==> src/sv/mcf_pkg.sv <==
// Shared types, command codes and frame constants for the MP3 module command framer.
// No dependencies; used by every module of the framer.
package mcf_pkg;

	// Input command kinds
	typedef enum logic [2:0] {
		KIND_PLAY     = 3'd0,
		KIND_STOP     = 3'd1,
		KIND_SET_VOL  = 3'd2,
		KIND_VOL_UP   = 3'd3,
		KIND_VOL_DOWN = 3'd4
	} kind_t;

	// Player command codes
	localparam logic [7:0] CMD_PLAY     = 8'h03;
	localparam logic [7:0] CMD_STOP     = 8'h0E;
	localparam logic [7:0] CMD_SET_VOL  = 8'h06;
	localparam logic [7:0] CMD_VOL_UP   = 8'h04;
	localparam logic [7:0] CMD_VOL_DOWN = 8'h05;

	// Frame bytes
	localparam logic [7:0] FRAME_START   = 8'h7E;
	localparam logic [7:0] FRAME_VERSION = 8'hFF;
	localparam logic [7:0] FRAME_END     = 8'hEF;
	localparam logic [7:0] LEN_SHORT     = 8'h04;
	localparam logic [7:0] LEN_LONG      = 8'h06;
	localparam logic [7:0] FEEDBACK_OFF  = 8'h00;

	localparam logic [4:0] VOLUME_MAX   = 5'd30;
	localparam logic [4:0] VOLUME_RESET = 5'd8;

	// Byte positions within the long frame layout; short frames skip PH/PL
	localparam int unsigned POS_W = 4;
	localparam logic [POS_W-1:0] POS_START = 4'd0;
	localparam logic [POS_W-1:0] POS_VER   = 4'd1;
	localparam logic [POS_W-1:0] POS_LEN   = 4'd2;
	localparam logic [POS_W-1:0] POS_CMD   = 4'd3;
	localparam logic [POS_W-1:0] POS_FB    = 4'd4;
	localparam logic [POS_W-1:0] POS_PH    = 4'd5;
	localparam logic [POS_W-1:0] POS_PL    = 4'd6;
	localparam logic [POS_W-1:0] POS_CKH   = 4'd7;
	localparam logic [POS_W-1:0] POS_CKL   = 4'd8;
	localparam logic [POS_W-1:0] POS_END   = 4'd9;
	localparam logic [POS_W-1:0] PARAM_SKIP = 4'd2;

	localparam int unsigned QUEUE_DEPTH = 2;

	// One classified command, ready to serialize
	typedef struct packed {
		logic [7:0]  cmd;
		logic        is_long;
		logic [7:0]  param;
		logic [15:0] ck;
		logic [4:0]  volume;
	} desc_t;

	// Frame byte at a long-layout position
	function automatic logic [7:0] byte_at(desc_t d, logic [POS_W-1:0] pos);
		logic [7:0] b;
		b = FRAME_END;
		unique case (pos)
			POS_START: b = FRAME_START;
			POS_VER:   b = FRAME_VERSION;
			POS_LEN:   b = d.is_long ? LEN_LONG : LEN_SHORT;
			POS_CMD:   b = d.cmd;
			POS_FB:    b = FEEDBACK_OFF;
			POS_PH:    b = 8'h00;
			POS_PL:    b = d.param;
			POS_CKH:   b = d.ck[15:8];
			POS_CKL:   b = d.ck[7:0];
			default:   b = FRAME_END;
		endcase
		return b;
	endfunction

endpackage

==> src/sv/mcf_front.sv <==
// Front end of the command framer: accepts commands, tracks volume, builds frame descriptors.
// Depends on mcf_pkg.
module mcf_front (
	input  logic               clk,
	input  logic               arst_n,
	input  logic               cmd_valid,
	output logic               cmd_stall,
	input  logic [2:0]         kind,
	input  logic [7:0]         track_number,
	input  logic [4:0]         new_volume,
	input  logic               q_full,
	output logic               push,
	output mcf_pkg::desc_t     push_desc
);

	logic       accept;
	logic       keep;
	logic [4:0] vol_next;
	logic [15:0] sum;
	logic [4:0] volume_q;

	assign cmd_stall = q_full;
	assign accept    = cmd_valid && !q_full;

	// Classify the command and work out the new volume
	always_comb begin
		keep              = 1'b0;
		vol_next          = volume_q;
		push_desc.cmd     = mcf_pkg::CMD_STOP;
		push_desc.is_long = 1'b0;
		push_desc.param   = 8'h00;
		unique case (mcf_pkg::kind_t'(kind))
			mcf_pkg::KIND_PLAY: begin
				keep              = 1'b1;
				push_desc.cmd     = mcf_pkg::CMD_PLAY;
				push_desc.is_long = 1'b1;
				push_desc.param   = track_number;
			end
			mcf_pkg::KIND_STOP: begin
				keep          = 1'b1;
				push_desc.cmd = mcf_pkg::CMD_STOP;
			end
			mcf_pkg::KIND_SET_VOL: begin
				keep              = (new_volume <= mcf_pkg::VOLUME_MAX);
				vol_next          = keep ? new_volume : volume_q;
				push_desc.cmd     = mcf_pkg::CMD_SET_VOL;
				push_desc.is_long = 1'b1;
				push_desc.param   = {3'b000, new_volume};
			end
			mcf_pkg::KIND_VOL_UP: begin
				keep          = (volume_q < mcf_pkg::VOLUME_MAX);
				vol_next      = keep ? volume_q + 5'd1 : volume_q;
				push_desc.cmd = mcf_pkg::CMD_VOL_UP;
			end
			mcf_pkg::KIND_VOL_DOWN: begin
				keep          = (volume_q != 5'd0);
				vol_next      = keep ? volume_q - 5'd1 : volume_q;
				push_desc.cmd = mcf_pkg::CMD_VOL_DOWN;
			end
			default: keep = 1'b0;
		endcase
		// checksum: negated sum of version, length, cmd and parameter bytes
		sum = 16'(mcf_pkg::FRAME_VERSION)
			+ 16'(push_desc.is_long ? mcf_pkg::LEN_LONG : mcf_pkg::LEN_SHORT)
			+ 16'(push_desc.cmd) + 16'(push_desc.param);
		push_desc.ck     = 16'd0 - sum;
		push_desc.volume = vol_next;
	end

	assign push = accept && keep;

	// Volume register
	always_ff @(posedge clk or negedge arst_n) begin
		if (!arst_n) begin
			volume_q <= mcf_pkg::VOLUME_RESET;
		end else if (accept) begin
			volume_q <= vol_next;
		end
	end

endmodule

==> src/sv/mcf_queue.sv <==
// Short descriptor queue between front and back of the command framer.
// Depends on mcf_pkg.
module mcf_queue #(
	parameter int unsigned Depth = mcf_pkg::QUEUE_DEPTH
) (
	input  logic           clk,
	input  logic           arst_n,
	input  logic           push,
	input  mcf_pkg::desc_t push_desc,
	output logic           full,
	input  logic           pop,
	output mcf_pkg::desc_t pop_desc,
	output logic           empty
);

	localparam int unsigned AW = (Depth > 1) ? $clog2(Depth) : 1;
	localparam int unsigned CW = $clog2(Depth + 1);
	localparam logic [AW-1:0] LAST = AW'(Depth - 1);
	localparam logic [CW-1:0] FULL_CNT = CW'(Depth);

	mcf_pkg::desc_t mem_q [Depth];
	logic [AW-1:0] wr_ptr_q, rd_ptr_q;
	logic [CW-1:0] count_q;

	assign full     = (count_q == FULL_CNT);
	assign empty    = (count_q == '0);
	assign pop_desc = mem_q[rd_ptr_q];

	// Entry storage
	always_ff @(posedge clk) begin
		if (push) begin
			mem_q[wr_ptr_q] <= push_desc;
		end
	end

	// Pointers and fill count
	always_ff @(posedge clk or negedge arst_n) begin
		if (!arst_n) begin
			wr_ptr_q <= '0;
			rd_ptr_q <= '0;
			count_q  <= '0;
		end else begin
			if (push) begin
				wr_ptr_q <= (wr_ptr_q == LAST) ? '0 : wr_ptr_q + AW'(1);
			end
			if (pop) begin
				rd_ptr_q <= (rd_ptr_q == LAST) ? '0 : rd_ptr_q + AW'(1);
			end
			if (push && !pop) begin
				count_q <= count_q + CW'(1);
			end else if (pop && !push) begin
				count_q <= count_q - CW'(1);
			end
		end
	end

endmodule

==> src/sv/mcf_back.sv <==
// Back end of the command framer: serializes one descriptor into frame bytes.
// Depends on mcf_pkg.
module mcf_back (
	input  logic           clk,
	input  logic           arst_n,
	input  logic           empty,
	input  mcf_pkg::desc_t pop_desc,
	output logic           pop,
	output logic           frame_valid,
	input  logic           frame_stall,
	output logic [7:0]     frame_byte,
	output logic           last_byte,
	output logic [4:0]     current_volume
);

	logic                        active_q;
	mcf_pkg::desc_t              desc_q;
	logic [mcf_pkg::POS_W-1:0]   idx_q;
	logic                        frame_valid_q;
	logic [7:0]                  frame_byte_q;
	logic                        last_byte_q;
	logic [4:0]                  current_volume_q;

	logic                        adv;
	logic                        emit;
	logic [mcf_pkg::POS_W-1:0]   pos;
	logic                        at_end;

	// Map the byte counter onto the long layout; short frames skip PH/PL
	assign pos    = (desc_q.is_long || idx_q < mcf_pkg::POS_PH)
	                ? idx_q : idx_q + mcf_pkg::PARAM_SKIP;
	assign at_end = (pos == mcf_pkg::POS_END);
	assign adv    = !frame_valid_q || !frame_stall;
	assign emit   = adv && active_q;
	assign pop    = !empty && (!active_q || (emit && at_end));

	// Serializer state
	always_ff @(posedge clk or negedge arst_n) begin
		if (!arst_n) begin
			active_q <= 1'b0;
			idx_q    <= '0;
		end else if (pop) begin
			active_q <= 1'b1;
			idx_q    <= '0;
		end else if (emit) begin
			if (at_end) begin
				active_q <= 1'b0;
				idx_q    <= '0;
			end else begin
				idx_q <= idx_q + mcf_pkg::POS_W'(1);
			end
		end
	end

	always_ff @(posedge clk) begin
		if (pop) begin
			desc_q <= pop_desc;
		end
	end

	// Output register
	always_ff @(posedge clk or negedge arst_n) begin
		if (!arst_n) begin
			frame_valid_q <= 1'b0;
		end else if (adv) begin
			frame_valid_q <= active_q;
		end
	end

	always_ff @(posedge clk) begin
		if (emit) begin
			frame_byte_q     <= mcf_pkg::byte_at(desc_q, pos);
			last_byte_q      <= at_end;
			current_volume_q <= desc_q.volume;
		end
	end

	assign frame_valid    = frame_valid_q;
	assign frame_byte     = frame_byte_q;
	assign last_byte      = last_byte_q;
	assign current_volume = current_volume_q;

endmodule

==> src/sv/mp3_module_command_framer.sv <==
// Top level of the MP3 module command framer: front end, descriptor queue, byte serializer.
// Depends on mcf_pkg, mcf_front, mcf_queue and mcf_back.
//
//   channel | valid       | stall       | payload
//   --------+-------------+-------------+-------------------------------------------
//   cmd     | cmd_valid   | cmd_stall   | kind, track_number, new_volume
//   frame   | frame_valid | frame_stall | frame_byte, last_byte, current_volume
//
// A command is taken and yields 8 (short) or 10 (long) frame words, one per cycle while frame_stall
// is low; the byte serializer sets the rate and takes the next descriptor as a frame's last word goes out.
// The descriptor queue lets up to QueueDepth further commands be taken while a frame drains.
// Rejected or unknown commands produce no words. Reset sets volume to 8 and empties all.
// A stall on the frame side holds the output word; the front stalls only when the queue is full.
module mp3_module_command_framer #(
	parameter int unsigned QueueDepth = mcf_pkg::QUEUE_DEPTH
) (
	input  logic       clk,
	input  logic       arst_n,
	input  logic       cmd_valid,
	output logic       cmd_stall,
	input  logic [2:0] kind,
	input  logic [7:0] track_number,
	input  logic [4:0] new_volume,
	output logic       frame_valid,
	input  logic       frame_stall,
	output logic [7:0] frame_byte,
	output logic       last_byte,
	output logic [4:0] current_volume
);

	logic           push, pop, q_full, q_empty;
	mcf_pkg::desc_t push_desc, pop_desc;

	mcf_front u_front (
		.clk          (clk),
		.arst_n       (arst_n),
		.cmd_valid    (cmd_valid),
		.cmd_stall    (cmd_stall),
		.kind         (kind),
		.track_number (track_number),
		.new_volume   (new_volume),
		.q_full       (q_full),
		.push         (push),
		.push_desc    (push_desc)
	);

	mcf_queue #(
		.Depth (QueueDepth)
	) u_queue (
		.clk       (clk),
		.arst_n    (arst_n),
		.push      (push),
		.push_desc (push_desc),
		.full      (q_full),
		.pop       (pop),
		.pop_desc  (pop_desc),
		.empty     (q_empty)
	);

	mcf_back u_back (
		.clk            (clk),
		.arst_n         (arst_n),
		.empty          (q_empty),
		.pop_desc       (pop_desc),
		.pop            (pop),
		.frame_valid    (frame_valid),
		.frame_stall    (frame_stall),
		.frame_byte     (frame_byte),
		.last_byte      (last_byte),
		.current_volume (current_volume)
	);

endmodule

==> config.mk <==
export PLATFORM = sky130hd
export DESIGN_NAME = mp3_module_command_framer
export DESIGN_NICKNAME = d
export VERILOG_FILES = /design/src/sv/mcf_pkg.sv /design/src/sv/mcf_front.sv /design/src/sv/mcf_queue.sv /design/src/sv/mcf_back.sv /design/src/sv/mp3_module_command_framer.sv
export SDC_FILE = /design/constraint.sdc
export NUM_CORES = 1
export LEC_CHECK = 0
export BUFFER_PORTS_ARGS = -buffer_cell sky130_fd_sc_hd__buf_2
export CORE_ASPECT_RATIO = 1.25
export CORE_MARGIN = 2
export CORE_UTILIZATION = 40
export DETAILED_ROUTE_END_ITERATION = 16
export HOLD_SLACK_MARGIN = 0.02
export PLACE_DENSITY = 0.52
export RECOVER_POWER = 25
export SYNTH_ARGS = -nofsm -noshare
export SYNTH_HDL_FRONTEND = slang
export SYNTH_HIERARCHICAL = 1
export SYNTH_SLANG_ARGS = --single-unit
==> constraint.sdc <==
create_clock -name clk -period 12.55 [get_ports clk]
set_clock_uncertainty 0.05 [all_clocks]
set_input_delay 1.8825 -clock clk [delete_from_list [all_inputs] [get_ports clk]]
set_output_delay 1.8825 -clock clk [all_outputs]
set_load 0.005 [all_outputs]
==> qor.yml <==
clock_network:
  cts_resized: 0
  clockBufferDepth: 2
  root_buffer: "clkbuf_16"
  cts_hold_buf: 0
  clk_pin_slew_ns: 0.05
  h-tree-depth: 4
  clk_latency_ns: 0.41
  cts_tree: "done"
  cts_sinks: 143
  post-cts-setup-buffer-count: 0
  numCtsBuffers: 17
finish:
  antenna_cells: 0
  layout-drive-gt1-share_pct: 21.5
  area_growth_pct: 14.9
  utilization_pct: 46.9
  fillers: 1450
  final_nets: 544
critical_path:
  crit_required_ns: 12.64
  crit_chain: "clkbuf_1 -> nor2_1 -> nand2_1 -> nand2_1 -> nor2_1 -> ha_1 -> inv_1 -> ha_1 -> inv_1 -> fa_1 -> nor2b_1 -> o21ai_0 -> a21boi_0 -> or4_1 -> nand3_1"
  criticalPathCategory: "in2reg"
  worst_setup_path_end_kind: "register"
  max_stage_delay_ns: 0.49
  slowest_stage: "clkbuf_1"
  cpLargestDelayFamily: "simple AND/OR/NAND/NOR gates"
  crit_buf_inv: 3
  start_kind: "input pin"
  critPathMaxFanout: 13
  critPathArrivalTime_ns: 4.81
logic_synthesis:
  synth.area.mux_share_pct: 8.82
  syn_area_per_cell_sq_um: 14.3
  synth_xor_xnor_area_share_pct: 1.59
  ys_ff_latch: 143
  synth_edf_count: 128
  netlist_top_cells_count: "edfxtp_1 (128), nand2_1 (32), mux2_2 (31)"
  synthAdderAreaFrac_pct: 3.90
  ys_top_cells_by_area: "edfxtp_1 (58%), dfrtp_1 (5.3%), mux2_2 (5.3%)"
  synth_top_family_by_area: "multiplexers"
  synth_most_common_cell: "edfxtp_1"
  synth_area_sq_um: 6610
  ys_seq_area_share_pct: 63.9
  yosysUniqueCellTypes: 73
  yosys.area_share.simple_pct: 8.73
  yosysTopAreaCell: "edfxtp_1"
  synth_top_area_share_pct: 58.2
  ys_warn_count: 6
  syn_inst: 462
  synthFlopType: "edfxtp_1"
  ys_async_sr_fraction_pct: 10.5
  synth_compound_area_share_pct: 8.80
worst_hold_path:
  hold_class: "reg2reg"
power:
  leakagePower_nw: 2.79
  power.total_mw: 1.64
  power_density_nw_per_um2: 216
  ir_drop_mv: 0.0984
timing:
  setup_viol: 0
  setup_ws_ns: 7.83
  hold_viol_final: 0
  maxClockFrequency_mhz: 212
  fin_crit_ns: 4.72
  grt_setup_unrepaired: "no"
  slew_headroom_pct: -18.8
  finalMaxSlewViolations: 40
  worst_slew_pin_slew_ns: 1.78
  fin_crit_sh_pct: 37.6
  fin_setup_tns_ns: 0
global_route:
  antenna_found_initial: 0
  grt_max_degree: 41
  grt_pass1_wl_um: 19300
  grt_pass1_vias: 3782
  track_usage_pct: 14.4
  grt_overflow: 0
floorplan:
  core_area_sq_um: 16200
  start_util_pct: 40.8
  rows: 52
  pin_count: 36
  die_w_um: 119
  dieArea_sq_um: 17600
  chipHeight_um: 148
detailed_routing:
  vias_per_cell: 5.07
  drt-initial-drc-count: 290
  wl_um: 12100
  routedWlPerCell_um: 16.5
  num_vias: 3719
  drc: 0
  first_pass_iters: 4
  ant_nets: 0
placement:
  buffer_ports.inserted: 35
  gp_congestion: 0.909
  dpl_worst_slack_ns: 7.69
  hpwl_um: 8230
outcome:
  failed_checks: "max-capacitance violations, max-slew violations"
  status: "complete, but fails checks"
job:
  drv_cap: 1
state kept, by name, summed over array words and instances (netlist names):
name,cells
u_queue/rd_ptr_q,1
u_queue/wr_ptr_q,1
u_front/volume_q,5
u_queue/count_q,2
u_back/idx_q,4
u_back/frame_byte,8
u_back/current_volume,5
u_back/active_q,1
u_back/desc_q,38
u_back/last_byte,1
u_queue/mem_q,76
u_back/frame_valid,1
cells in the final DEF, fill, tap and decap left out, drive strengths merged, types with 3 or more instances in the layout:
master	n
edfxtp	128
mux2	41
buf	36
nand2	33
inv	28
clkbuf	22
ha	19
nor2	18
o21ai	15
dfrtp	14
a21oi	14
conb	10
nor2b	9
mux2i	8
bufinv	7
xnor2	7
nand2b	7
nand3	7
o211ai	7
clkinv	6
a31oi	5
nand4	5
o221ai	5
xor2	5
and3	4
nor3b	4
o2111ai	3
o21a	3
and2	3
a22oi	3
nor4b	3
nor3	3
kinds of logic (layout without fill, tap and decap cells):
group	after synthesis	after routing
compound gates	79	79
xor+xnor	12	12
fa+ha+maj	20	20
buf+inv	52	99
flops	143	143
mux	49	49
other cells	2	10
simple gates	105	105
report_power, final:
part	switching [mW]	internal, mW
logic	0.196	0.163
clock network	0.176	0.390
registers	0.0734	0.638
layout make-up:
class | instances | area, sq um | area share, %
multi-input cells | 275 | 2120 | 27.9
repair buffers | 39 | 201 | 2.65
well taps | 216 | 270 | 3.56
flip-flops and latches | 143 | 4220 | 55.6
clock buffers | 19 | 433 | 5.70
inverters | 28 | 105 | 1.38
clock inverters | 13 | 241 | 3.18
layer usage:
| layer | vias up | share of wire [%] | track usage (%) |
|---|---|---|---|
| met4 | 0 | 1.5 | 6.31 |
| met5 | - | 0 | 0 |
| met2 | 70 | 51 | 24.9 |
| li1 | 1807 | - | - |
| met3 | 15 | 2.7 | 3.20 |
| met1 | 1827 | 45 | 17.3 |
through the flow:
| stage | area [sq um] | std cells | hold slack (ns) |
|---|---|---|---|
| floorplan | 6640 | 470 | 0.350 |
| global placement | 6960 | 701 | 0.353 |
| detailed placement | 6960 | 701 | 0.355 |
| CTS | 7640 | 733 | 0.366 |
| global route | 7590 | 733 | 0.379 |
| finish | 7590 | 733 | 0.366 |
path summary, 6_finish.rpt:
check                                 start                       end  slack (ns)  cells past startpoint
setup / recovery                    kind[1]      u_queue/mem_q[1][13]        7.83                     15
hold / removal             u_back/desc_q[1]  u_back/current_volume[1]        0.37                      0
setup reg to reg            u_back/idx_q[0]        u_queue/count_q[1]        8.83                     13
hold reg to reg            u_back/desc_q[1]  u_back/current_volume[1]        0.37                      0
max in group asynchronous            arst_n           u_back/idx_q[1]       10.33                      1
min in group asynchronous            arst_n        u_back/frame_valid        1.54                      1
No activity file was read; power rests on OpenSTA's default activity.
